[src/rtl/core/trdd_pkg.sv]
`timescale 1ns / 1ps

package trdd_pkg;

    // Record format codes held in the type register
    localparam logic [2:0] TYPE_NONE        = 3'd0;
    localparam logic [2:0] TYPE_OLD_LRES_A  = 3'd1;
    localparam logic [2:0] TYPE_OLD_LRES_B  = 3'd2;
    localparam logic [2:0] TYPE_TILT        = 3'd3;
    localparam logic [2:0] TYPE_TRACKER     = 3'd4;
    localparam logic [2:0] TYPE_NEW_LRES    = 3'd5;
    localparam logic [2:0] TYPE_NEW_HRES    = 3'd6;
    localparam logic [2:0] TYPE_UNUSED      = 3'd7;
    localparam logic [2:0] TYPE_RESET       = TYPE_OLD_LRES_A;

    localparam int TYPE_W      = 3;
    localparam int BYTE_W      = 7;     // stored bits of each received byte
    localparam int REC_LEN_MAX = 17;    // longest record (tracker)
    localparam int CNT_W       = 5;     // holds 0..REC_LEN_MAX
    localparam int MAX_RECORD_BYTES_DEF = 17;

    localparam int PROX_BIT_POS = 15;
    localparam logic [15:0] PROX_MASK = 16'(1) << PROX_BIT_POS;

    localparam logic [5:0]  BTN_FLOOR   = 6'o36;    // codes above this set a button
    localparam logic [15:0] PROX_X_MIN  = 16'd256;  // x below this drops proximity
    localparam logic [4:0]  PRESS_TIP   = 5'd16;    // pressure above this is a tip press
    localparam logic [6:0]  KEY_SPACE   = 7'o40;    // tracker idle key

    localparam int Q_DEPTH = 2;
    localparam int Q_PTR_W = $clog2(Q_DEPTH);
    localparam int Q_CNT_W = $clog2(Q_DEPTH + 1);

    typedef logic [REC_LEN_MAX-1:0][BYTE_W-1:0] t_rec_bytes;

    // One complete record handed from front to back
    typedef struct packed {
        logic [TYPE_W-1:0] kind;
        t_rec_bytes        bytes;
    } t_rec;

    // Result beat, last field in the lowest bits
    typedef struct packed {
        logic [5:0]  pad;
        logic [15:0] sample_count;
        logic [6:0]  key_code;
        logic [6:0]  tilt_y;
        logic [6:0]  tilt_x;
        logic [4:0]  pressure;
        logic [15:0] status_word;
        logic [15:0] roll_angle;
        logic [15:0] pitch_angle;
        logic [15:0] azimuth;
        logic [15:0] pos_z;
        logic [15:0] pos_y;
        logic [15:0] pos_x;
    } t_result;

    function automatic logic [CNT_W-1:0] rec_len(input logic [TYPE_W-1:0] kind);
        logic [CNT_W-1:0] len;
        unique case (kind) inside
            TYPE_OLD_LRES_A, TYPE_OLD_LRES_B, TYPE_NEW_LRES: len = CNT_W'(5);
            TYPE_TILT:                                      len = CNT_W'(8);
            TYPE_TRACKER:                                   len = CNT_W'(17);
            TYPE_NEW_HRES:                                  len = CNT_W'(6);
            default:                                        len = '0;
        endcase
        return len;
    endfunction

endpackage

[src/rtl/core/trdd_front.sv]
`timescale 1ns / 1ps

module trdd_front #(
    parameter int MAX_RECORD_BYTES = trdd_pkg::MAX_RECORD_BYTES_DEF
) (
    input  logic                        i_clk,
    input  logic                        i_rst_n,
    input  logic                        i_cfg_wen,
    input  logic [trdd_pkg::TYPE_W-1:0] i_cfg_wdata,
    input  logic                        i_byte_valid,
    input  logic [7:0]                  i_byte,
    output logic                        o_byte_ready,
    input  logic                        i_q_full,
    output logic                        o_push,
    output trdd_pkg::t_rec              o_rec
);
    import trdd_pkg::*;

    localparam int STORE_D = (MAX_RECORD_BYTES < REC_LEN_MAX) ? MAX_RECORD_BYTES
                                                              : REC_LEN_MAX;
    localparam int CMP_W   = CNT_W + 1;

    logic [TYPE_W-1:0] r_type;
    logic [CNT_W-1:0]  r_cnt, n_cnt;
    logic [BYTE_W-1:0] r_rec [STORE_D];
    t_rec_bytes        n_bytes;
    logic [CNT_W-1:0]  len, idx;
    logic              sync, restart, take, we;

    assign o_byte_ready = !i_q_full;

    always_comb begin
        len     = rec_len(r_type);
        sync    = (r_type == TYPE_NEW_LRES) ? i_byte[6] : i_byte[7];
        take    = i_byte_valid && o_byte_ready;
        we      = take && (len != '0);
        restart = sync || (r_cnt >= len)
               || ({1'b0, r_cnt} >= CMP_W'(MAX_RECORD_BYTES));
        idx     = restart ? '0 : r_cnt;
        n_cnt   = we ? idx + CNT_W'(1) : r_cnt;
        o_push  = we && (n_cnt == len);
    end

    // record store; snapshot includes the byte being written
    always_ff @(posedge i_clk) begin
        for (int i = 0; i < STORE_D; i++) begin
            if (we && idx == CNT_W'(i)) begin
                r_rec[i] <= i_byte[BYTE_W-1:0];
            end
        end
    end

    always_comb begin
        n_bytes = '0;
        for (int i = 0; i < STORE_D; i++) begin
            n_bytes[i] = (we && idx == CNT_W'(i)) ? i_byte[BYTE_W-1:0] : r_rec[i];
        end
    end

    assign o_rec = {r_type, n_bytes};

    always_ff @(posedge i_clk) begin
        if (!i_rst_n) begin
            r_type <= TYPE_RESET;
            r_cnt  <= '0;
        end else begin
            if (i_cfg_wen) begin
                r_type <= i_cfg_wdata;
            end
            r_cnt <= n_cnt;
        end
    end

endmodule

[src/rtl/core/trdd_queue.sv]
`timescale 1ns / 1ps

module trdd_queue (
    input  logic           i_clk,
    input  logic           i_rst_n,
    input  logic           i_push,
    input  trdd_pkg::t_rec i_data,
    output logic           o_full,
    input  logic           i_pop,
    output logic           o_valid,
    output trdd_pkg::t_rec o_data
);
    import trdd_pkg::*;

    t_rec               r_mem [Q_DEPTH];
    logic [Q_PTR_W-1:0] r_wp, r_rp;
    logic [Q_CNT_W-1:0] r_cnt;

    assign o_full  = (r_cnt == Q_CNT_W'(Q_DEPTH));
    assign o_valid = (r_cnt != '0);
    assign o_data  = r_mem[r_rp];

    always_ff @(posedge i_clk) begin
        if (i_push) begin
            r_mem[r_wp] <= i_data;
        end
    end

    always_ff @(posedge i_clk) begin
        if (!i_rst_n) begin
            r_wp  <= '0;
            r_rp  <= '0;
            r_cnt <= '0;
        end else begin
            if (i_push) begin
                r_wp <= r_wp + Q_PTR_W'(1);
            end
            if (i_pop) begin
                r_rp <= r_rp + Q_PTR_W'(1);
            end
            case ({i_push, i_pop})
                2'b10:   r_cnt <= r_cnt + Q_CNT_W'(1);
                2'b01:   r_cnt <= r_cnt - Q_CNT_W'(1);
                default: r_cnt <= r_cnt;
            endcase
        end
    end

endmodule

[src/rtl/core/trdd_back.sv]
`timescale 1ns / 1ps

module trdd_back (
    input  logic              i_clk,
    input  logic              i_rst_n,
    input  logic              i_q_valid,
    input  trdd_pkg::t_rec    i_q_rec,
    output logic              o_q_pop,
    output logic              o_m_tvalid,
    input  logic              i_m_tready,
    output trdd_pkg::t_result o_m_tdata
);
    import trdd_pkg::*;

    t_result r_res, n_res;
    logic    r_valid;

    assign o_q_pop    = i_q_valid && (!r_valid || i_m_tready);
    assign o_m_tvalid = r_valid;
    assign o_m_tdata  = r_res;

    // decode one record into the held fields
    always_comb begin
        t_rec_bytes  rb;
        logic [5:0]  b6;
        logic [4:0]  p;
        logic [15:0] st;
        logic [15:0] x;
        rb    = i_q_rec.bytes;
        b6    = rb[0][5:0];
        p     = rb[0][6:2];
        st    = '0;
        x     = '0;
        n_res = r_res;
        unique case (i_q_rec.kind) inside
            TYPE_OLD_LRES_A, TYPE_OLD_LRES_B: begin
                st = rb[0][6] ? PROX_MASK : '0;
                if (b6 > BTN_FLOOR) begin
                    st = st | (16'(1) << (b6[5] ? b6[4:1] : 4'd0));
                end
                x = {2'b00, rb[1], rb[2]};
                if (x < PROX_X_MIN) begin
                    st = st & ~PROX_MASK;
                end
                n_res.pos_x        = x;
                n_res.pos_y        = {2'b00, rb[3], rb[4]};
                n_res.status_word  = st;
                n_res.sample_count = r_res.sample_count + 16'd1;
            end
            TYPE_TILT: begin
                n_res.pressure     = p;
                n_res.status_word  = {15'd0, p > PRESS_TIP} | PROX_MASK;
                n_res.pos_x        = {rb[0][1:0], rb[1], rb[2]};
                n_res.pos_y        = {rb[3][1:0], rb[4], rb[5]};
                n_res.tilt_x       = rb[6];
                n_res.tilt_y       = rb[7];
                n_res.sample_count = r_res.sample_count + 16'd1;
            end
            TYPE_TRACKER: begin
                n_res.pos_x       = {rb[9][1:0], rb[3], rb[4]};
                n_res.pos_y       = {rb[9][3:2], rb[5], rb[6]};
                n_res.pos_z       = {rb[9][5:4], rb[7], rb[8]};
                n_res.azimuth     = {rb[16][1:0], rb[10], rb[11]};
                n_res.pitch_angle = {rb[16][3:2], rb[12], rb[13]};
                n_res.roll_angle  = {rb[16][5:4], rb[14], rb[15]};
                n_res.status_word = {2'b00, rb[0], rb[1]};
                if (rb[2] != KEY_SPACE) begin
                    n_res.key_code = rb[2];
                end
            end
            TYPE_NEW_LRES: begin
                n_res.status_word  = {12'd0, b6[5:2]} | PROX_MASK;
                // the two halves overlap by one bit
                n_res.pos_x        = {9'd0, rb[1]} | {3'd0, rb[2], 6'd0};
                n_res.pos_y        = {9'd0, rb[3]} | {3'd0, rb[4], 6'd0};
                n_res.sample_count = r_res.sample_count + 16'd1;
            end
            default: begin
                n_res.pos_x        = {rb[0][1:0], rb[1], rb[2]};
                n_res.pos_y        = {rb[3][1:0], rb[4], rb[5]};
                n_res.status_word  = {11'd0, p} | PROX_MASK;
                n_res.sample_count = r_res.sample_count + 16'd1;
            end
        endcase
    end

    always_ff @(posedge i_clk) begin
        if (!i_rst_n) begin
            r_valid <= 1'b0;
            r_res   <= '0;
        end else begin
            if (o_q_pop) begin
                r_res   <= n_res;
                r_valid <= 1'b1;
            end else if (i_m_tready) begin
                r_valid <= 1'b0;
            end
        end
    end

endmodule

[src/rtl/core/tablet_record_deframe_decode.sv]
`timescale 1ns / 1ps

// Channel   Dir  Beat             Payload
// s (byte)  in   i_s_tvalid/o_s_tready   i_s_tdata[7:0] = rx_byte
// m (rec)   out  o_m_tvalid/i_m_tready   o_m_tdata[159:0] = decoded record
// cfg       in   i_cfg_wen               i_cfg_wdata[2:0] = tablet_type
//
// One byte beat per cycle while the queue has room. A byte that closes a record
// is written into the record queue, and from there into the output register.
// A two-entry record queue sits between framing and decode; the byte side
// stalls whenever it is full, which only a held-off result can cause.
// Synchronous active-low reset: type 1, byte count and held fields zero.
// Record store contents are undefined until written.

module tablet_record_deframe_decode #(
    parameter int MAX_RECORD_BYTES = trdd_pkg::MAX_RECORD_BYTES_DEF
) (
    input  logic                        i_clk,
    input  logic                        i_rst_n,
    input  logic                        i_cfg_wen,
    input  logic [trdd_pkg::TYPE_W-1:0] i_cfg_wdata,   // tablet_type
    input  logic                        i_s_tvalid,
    output logic                        o_s_tready,
    input  logic [7:0]                  i_s_tdata,     // rx_byte
    output logic                        o_m_tvalid,
    input  logic                        i_m_tready,
    // pos_x, pos_y, pos_z, azimuth, pitch_angle, roll_angle, status_word,
    // pressure, tilt_x, tilt_y, key_code, sample_count, zero pad
    output logic [159:0]                o_m_tdata
);
    import trdd_pkg::*;

    logic    q_push, q_full, q_valid, q_pop;
    t_rec    q_in, q_out;
    t_result res;

    trdd_front #(
        .MAX_RECORD_BYTES (MAX_RECORD_BYTES)
    ) u_front (
        .i_clk        (i_clk),
        .i_rst_n      (i_rst_n),
        .i_cfg_wen    (i_cfg_wen),
        .i_cfg_wdata  (i_cfg_wdata),
        .i_byte_valid (i_s_tvalid),
        .i_byte       (i_s_tdata),
        .o_byte_ready (o_s_tready),
        .i_q_full     (q_full),
        .o_push       (q_push),
        .o_rec        (q_in)
    );

    // completed records waiting for decode
    trdd_queue u_queue (
        .i_clk   (i_clk),
        .i_rst_n (i_rst_n),
        .i_push  (q_push),
        .i_data  (q_in),
        .o_full  (q_full),
        .i_pop   (q_pop),
        .o_valid (q_valid),
        .o_data  (q_out)
    );

    trdd_back u_back (
        .i_clk      (i_clk),
        .i_rst_n    (i_rst_n),
        .i_q_valid  (q_valid),
        .i_q_rec    (q_out),
        .o_q_pop    (q_pop),
        .o_m_tvalid (o_m_tvalid),
        .i_m_tready (i_m_tready),
        .o_m_tdata  (res)
    );

    assign o_m_tdata = res;

    // a record is never pushed into a full queue
    a_no_overflow: assert property (@(posedge i_clk) disable iff (!i_rst_n)
        q_push |-> !q_full)
        else $error("record pushed into full queue");

    // the byte side only stalls on a full queue
    a_stall_cause: assert property (@(posedge i_clk) disable iff (!i_rst_n)
        !o_s_tready |-> q_full)
        else $error("byte stall without full queue");

    // a decoded record always lands in the output register
    a_pop_shows: assert property (@(posedge i_clk) disable iff (!i_rst_n)
        q_pop |=> o_m_tvalid)
        else $error("decoded record not presented");

    // no pop while a result is held and not taken
    a_pop_room: assert property (@(posedge i_clk) disable iff (!i_rst_n)
        (o_m_tvalid && !i_m_tready) |-> !q_pop)
        else $error("result overwritten while stalled");

endmodule
[config.mk]
export PLATFORM = sky130hd
export DESIGN_NAME = tablet_record_deframe_decode
export DESIGN_NICKNAME = d
export VERILOG_FILES = /design/src/rtl/core/trdd_pkg.sv /design/src/rtl/core/trdd_front.sv /design/src/rtl/core/trdd_queue.sv /design/src/rtl/core/trdd_back.sv /design/src/rtl/core/tablet_record_deframe_decode.sv
export SDC_FILE = /design/constraint.sdc
export NUM_CORES = 1
export LEC_CHECK = 0
export BUFFER_PORTS_ARGS = -buffer_cell sky130_fd_sc_hd__buf_2
export CORE_UTILIZATION = 45
export CTS_BUF_LIST = sky130_fd_sc_hd__clkbuf_8
export DETAILED_ROUTE_END_ITERATION = 10
export PLACE_DENSITY_LB_ADDON = 0.12
export SLEW_MARGIN = 15
export SYNTH_ARGS = -nofsm -noshare
export SYNTH_HDL_FRONTEND = slang
export SYNTH_SLANG_ARGS = --single-unit
[constraint.sdc]
create_clock -name i_clk -period 20 [get_ports i_clk]
set_input_delay 2 -clock i_clk [delete_from_list [all_inputs] [get_ports i_clk]]
set_output_delay 2 -clock i_clk [all_outputs]
set_load 0.01 [all_outputs]
==> results of run 1 <==
## path summary, 6_finish.rpt
| kind | slack [ns] | cells past startpoint | endpoint |
|---|---|---|---|
| setup / recovery | 14.67 | 13 | u_queue.r_mem[1][24] |
| hold / removal | 0.46 | 2 | u_back.o_m_tdata[5] |
| setup reg to reg | 15.16 | 14 | u_queue.r_mem[1][24] |
| hold reg to reg | 0.46 | 2 | u_back.o_m_tdata[5] |
## worst reg2reg max path, delay by kind of cell, from the launching register on
family	cells	cell delay, ns
xor+xnor	1	0.17
flops	1	0.53
simple gates	4	1.03
compound gates	6	1.44
buf+inv	1	0.64
fa+ha+maj	2	0.56
## power by group through the flow
stage | logic [mW] | clock network [mW] | registers (mW)
floorplan | 0.441 | 0 | 1.34
CTS | 0.655 | 0.998 | 1.33
finish | 0.655 | 0.975 | 1.33
global placement | 0.646 | 0 | 1.35
global route | 0.713 | 1.04 | 1.34
detailed placement | 0.652 | 0 | 1.35
## layout by cell type (no fill, tap or decap), types with 6 or more instances in the layout
cell type,n
o22ai_1,9
conb_1,6
nor2b_1,6
inv_1,39
clkbuf_8,107
buf_2,171
nor3_1,16
edfxtp_1,240
nand4_1,9
mux2i_1,110
nand2_1,61
o221ai_1,8
nand3_1,15
o211ai_1,8
nor2_1,184
buf_4,16
a211oi_1,107
o21ai_0,32
xnor2_1,9
a21oi_1,64
dfxtp_1,284
clkinv_1,10
or3_1,9
a31oi_1,6
xor2_1,13
ha_1,10
mux2_2,138
clkinv_2,7
## flip-flops by register name, indices dropped and copies added (netlist names), named ones only
register / count
u_back.o_m_tvalid: 1
u_front.r_rec: 117
u_queue.r_mem: 240
u_queue.r_wp: 1
u_front.r_cnt: 5
u_queue.r_cnt: 2
u_back.o_m_tdata: 154
u_queue.r_rp: 1
u_front.r_type: 3
## final cells by class
| cell class | instances | area (um2) | area share, % |
|---|---|---|---|
| sequential | 525 | 12900 | 56.0 |
| multi-input combinational | 911 | 6560 | 28.4 |
| clock buffer | 107 | 1470 | 6.38 |
| timing repair buffer | 187 | 976 | 4.23 |
| tap | 585 | 732 | 3.17 |
| clock inverter | 54 | 380 | 1.65 |
| inverter | 13 | 51.3 | 0.222 |
## cells by family after synthesis
group,count (synthesis)
other,1
AND/OR/NAND/NOR,345
buffers and inverters,115
AO/OA/AOI/OAI,279
multiplexers,249
XOR/XNOR,22
adder cells (fa/ha/maj),10
flip-flops,525
## routing by layer
metal / vias up / global-route usage [%]
li1: 6099 / -
met1: 6301 / 28.7
met2: 349 / 33.5
met3: 75 / 3.91
met4: 0 / 6.67
met5: - / 0
==> out/metrics.cfg, run 1 <==
[pwr]
vdd_drop_max_mv = 0.0570
combPwrFrac_pct = 22.1
switchingPower_mw = 0.910
internal_power_mw = 2.05
p_leak_nw = 8.56
clock_power_share_pct = 33.0
power_mw = 2.96
power.density_nw_per_um2 = 128
swShare_pct = 30.8
pwr-share-seq_pct = 44.9

[route]
dr_wl_met3_um = 2120
topRoutingLayerUsed = met4
wl_met1_um = 22000
finalWirelength_um = 47400
ant_nets = 0
wl_per_cell_um = 19.9
firstDrtPassIters = 5
routed-via-count = 12800
vias_per_cell = 5.38
met2WireLength_um = 22300
route.detailed.drc = 0
drtIter0Drc = 959

[setup_path]
crit_required_ns = 20.25
cpMaxStageDelayCell = buf_4
crit_path_start_kind = input port
arrival_ns = 5.58
critPathMaxStageDelay_ns = 0.64
crit_path_max_fanout = 60
crit_family = compound AO/OA/AOI/OAI gates
critPathCaptureType = flop
cp-startpoint = i_s_tdata[6]
rr_startpoint = u_front.r_type[2]
cp_cell_sequence = buf_2 > and4b_1 > a2111oi_4 > o21a_1 > and3_1 > ha_1 > xor2_1 > nor3_1 > o21ai_0 > a311oi_1 > o21ai_2 > nor2_4 > buf_4
crit_buf_inv = 2
critPathKind = in -> reg

[synthesis]
synth_top_cell_area_share_pct = 36.3
synthXorXnorAreaFrac_pct = 0.969
synth_fa_ha_area_share_pct = 0.629
ys.flop_type = dfxtp_1
yosysMostFrequentCell = dfxtp_1
avgSynthCellArea_um2 = 12.9
syn_area_um2 = 19900
netlist_top_cells_count = 285 x dfxtp_1, 240 x edfxtp_1, 188 x nor2_1
yosys.area_share.simple_pct = 7.90
synth-edff-count = 240
synthArstFlopShare_pct = 0
synth_top_family_by_area = multiplexers
synth-compound-area-share_pct = 9.72
syn_inst = 1546
synth_top_cell_by_area = edfxtp_1
yosysSeqAreaShare_pct = 65.0
netlist_top_cells_area = edfxtp_1 36%, dfxtp_1 29%, mux2_2 7.8%, mux2i_1 5.6%, a211oi_1 4.0%
ys_seq_elements = 525
ys_types = 66
synthMuxAreaShare_pct = 13.4
yosys_warnings = 0

[timing]
max_slew_margin_pct = 36.7
period_needed_ns = 5.33
fin_tns_setup_ns = 0
whs_ns = 0.462
fin_worst_skew_ns = 0.0300
setup_ws_ns = 14.67
worstMarginPinSlew_ns = 0.945
slew_viol_final = 0
max_freq_mhz = 188
fin_crit_sh_pct = 26.7
hold_viol = 0
rsz0062_at_grt = false
setup_viol = 0

[layout]
postLayoutCellArea_um2 = 23100
area_delta_synth_final_pct = 16.1
n_fill_cell = 3813
num_antenna_cells = 0
finish.utilization_pct = 53.2
drive_above_1_share_pct = 26.6
layoutNonFillerInstCount = 2382
fin_nets = 1750

[floorplanning]
fp.dieH_um = 212
die_area_um2 = 45000
start_util_pct = 45.8
design.core.area_um2 = 43400
ios = 178
fp.dieW_um = 212
num_rows = 76

[grt]
grt_usage_pct = 20.9
gr-total-overflow = 0
grt_pass1_vias = 12100
antenna_found_initial = 2
grt_max_degree = 81
grt_pass1_wl_um = 71100

[status]
status = completed

[cts]
cts_tree = yes
cts_hold_buffers = 0
cts_max_path_buffers = 3
clk_latency_ns = 0.64
post_cts_buffers = 0
cts.clk_slew.worst_paths_ns = 0.06
cts.sinks = 525
cts-htree-levels = 3
cts_root_buf = clkbuf_8
numCtsBuffers = 86
cts-resized-gates = 0

[placed_design]
pre_cts_slack_ns = 14.01
placed_cells = 2221
port_buffers = 171
dp_hpwl_um = 29700
place_area_um2 = 21200
routabilityCongestion = 0.847

[run]
maxCapViolCount = 0

[worst_hold_path]
worstHoldStart = u_back.o_m_tdata[5]
min_path_type = reg -> reg

Power figures use the tool's default switching activity.
==> run 2: changes to the inputs <==
Clock period 20 ns to 5 ns, I/O delays scaled along.
==> run 2 against run 1 <==
  * Clock skew is 0.016 ns lower
  * Routed wire length is 0.57% higher
  * Worst setup slack lost 14 ns
  * Global-route usage rose by 0.35 points
  * Power increased to 3.9 times the previous value
  * Non-clock buffer count rose by 7
==> out/metrics.cfg, run 2 (synthesis results as in run 1) <==
[pwr]
pwr-share-seq_pct = 44.9  ; about the same
power.density_nw_per_um2 = 504  ; +290%
combPwrFrac_pct = 23.3  ; +1.2 points
internal_power_mw = 8.08  ; +290%
p_leak_nw = 8.58  ; +0.29%
swShare_pct = 30.9  ; +0.070 points
clock_power_share_pct = 31.8  ; -1.2 points
vdd_drop_max_mv = 0.303  ; +430%
switchingPower_mw = 3.60  ; +300%
power_mw = 11.7  ; +290%

[setup_path]
crit_path_start_kind = flop
crit_required_ns = 5.25  ; -15.00 ns
critPathCaptureType = flop
cp-startpoint = u_front.r_type[2]
crit_path_max_fanout = 75  ; +25%
critPathKind = reg -> reg
rr_startpoint = u_front.r_type[2]
arrival_ns = 4.73  ; -0.85 ns

[placed_design]
routabilityCongestion = 0.908  ; +7.3%
dp_hpwl_um = 29900  ; +0.75%
port_buffers = 171  ; unchanged
pre_cts_slack_ns = 0.524  ; -13.48 ns
placed_cells = 2228  ; +0.32%

[floorplanning]
design.core.area_um2 = 43400  ; unchanged
num_rows = 76  ; unchanged
fp.dieH_um = 212  ; unchanged
die_area_um2 = 45000  ; unchanged
ios = 178  ; unchanged
fp.dieW_um = 212  ; unchanged
start_util_pct = 45.8  ; unchanged

[cts]
cts_root_buf = clkbuf_8
cts_max_path_buffers = 3  ; unchanged
cts.sinks = 525  ; unchanged
cts_tree = yes
cts-htree-levels = 3  ; unchanged
cts-resized-gates = 0  ; unchanged
post_cts_buffers = 0  ; unchanged
cts.clk_slew.worst_paths_ns = 0.06  ; about the same
clk_latency_ns = 0.62  ; -0.02 ns
cts_hold_buffers = 0  ; unchanged
numCtsBuffers = 85  ; -1.2%

[timing]
hold_viol = 0  ; unchanged
max_slew_margin_pct = 35.8  ; -0.88 points
slew_viol_final = 0  ; unchanged
fin_crit_sh_pct = 89.7
period_needed_ns = 4.48
setup_ws_ns = 0.516  ; -14.15 ns
setup_viol = 0  ; unchanged
worstMarginPinSlew_ns = 0.963  ; +0.0184 ns
max_freq_mhz = 223
fin_worst_skew_ns = 0.0138  ; -0.0162 ns
whs_ns = 0.142  ; -0.321 ns
fin_tns_setup_ns = 0  ; unchanged
rsz0062_at_grt = false

[route]
routed-via-count = 12800  ; -0.48%
wl_per_cell_um = 19.9  ; +0.32%
vias_per_cell = 5.34  ; -0.73%
firstDrtPassIters = 6  ; +1
ant_nets = 0  ; unchanged
finalWirelength_um = 47600  ; +0.57%
route.detailed.drc = 0  ; unchanged
drtIter0Drc = 787  ; -18%

[grt]
gr-total-overflow = 0  ; unchanged
grt_pass1_wl_um = 72200  ; +1.6%
antenna_found_initial = 0  ; -2
grt_max_degree = 133  ; +64%
grt_usage_pct = 21.3  ; +0.35 points
grt_pass1_vias = 12400  ; +2.6%

[layout]
multi_input_area_um2 = 6600  ; +0.71%
layoutNonFillerInstCount = 2388  ; +0.25%
num_antenna_cells = 0  ; unchanged
largest_register = u_queue.r_mem
final_cell_mix = 283 x dfxtp_1, 240 x edfxtp_1, 184 x nor2_1
largest_reg_flops = 240  ; unchanged
area_delta_synth_final_pct = 16.6
fin_nets = 1756  ; +0.34%
n_fill_cell = 3855  ; +1.1%
final_common_cell = dfxtp_1
seq_area_um2 = 12900  ; about the same
drive_above_1_share_pct = 27.2  ; +0.63 points

[run]
maxCapViolCount = 0  ; unchanged

[status]
status = completed

[worst_hold_path]
worstHoldStart = i_cfg_wdata[0]
min_path_type = in -> reg

run 2: cell count changes in the layout (fill, tap and decap cells not counted), sizes merged:
cell	delta
clkinvlp	+1
clkbuf	-6
bufinv	-1
buf	+7
clkinv	+1
inv	+4
run 2: power groups by stage:
stage | Sequential [mW] | Clock, mW | Combinational [mW]
final | 5.24 | 3.72 | 2.72
after global routing | 5.29 | 4.02 | 2.97
after CTS | 5.24 | 3.83 | 2.74
after detailed placement | 5.33 | 0 | 2.73
after global placement | 5.32 | 0 | 2.70
after floorplan | 5.35 | 0 | 1.78
run 2: worst paths after layout:
| check | end | cells past startpoint | slack (ns) |
|---|---|---|---|
| min | u_front.r_type[0] | 3 | 0.14 |
| max | u_queue.r_mem[1][46] | 14 | 0.52 |
| min reg2reg | u_back.o_m_tdata[5] | 2 | 0.45 |
| max reg2reg | u_queue.r_mem[1][46] | 14 | 0.52 |
run 2: area by class of cell:
type | count | share of cell area [%]
inverters | 13 | 0.221
repair buffers | 194 | 4.82
well taps | 585 | 3.16
multi-input cells | 911 | 28.5
flip-flops and latches | 525 | 55.7
clock inverters | 59 | 1.58
clock buffers | 101 | 6.00
run 2: per-layer routing:
| layer | up-vias | global-route usage, % | part of all wire [%] |
|---|---|---|---|
| li1 | 6110 | - | - |
| met1 | 6245 | 29.0 | 46 |
| met2 | 325 | 34.6 | 47 |
| met3 | 82 | 3.88 | 4.6 |
| met4 | 0 | 6.27 | 2.2 |
| met5 | - | 0 | 0 |
run 2: through the flow:
stage	util, %	cell area [um2]
2_1_floorplan	-	20000
3_3_place_gp	49.4	21400
3_5_place_dp	49.4	21400
4_1_cts	53.4	23200
5_1_grt	53.4	23200
6_report	53.4	23200
run 2: critical path: stages (launching register included):
cell and delay (ns):
dfxtp_1 0.51, or3b_4 0.45, ha_4 0.23, a21o_1 0.18, a2111oi_4 0.32, o21a_1 0.44, and2_4 0.24, ha_4 0.20
xor2_1 0.16, nor3_1 0.16, o21ai_1 0.08, a311oi_1 0.30, o21ai_2 0.19, nor2_4 0.18, buf_12 0.36
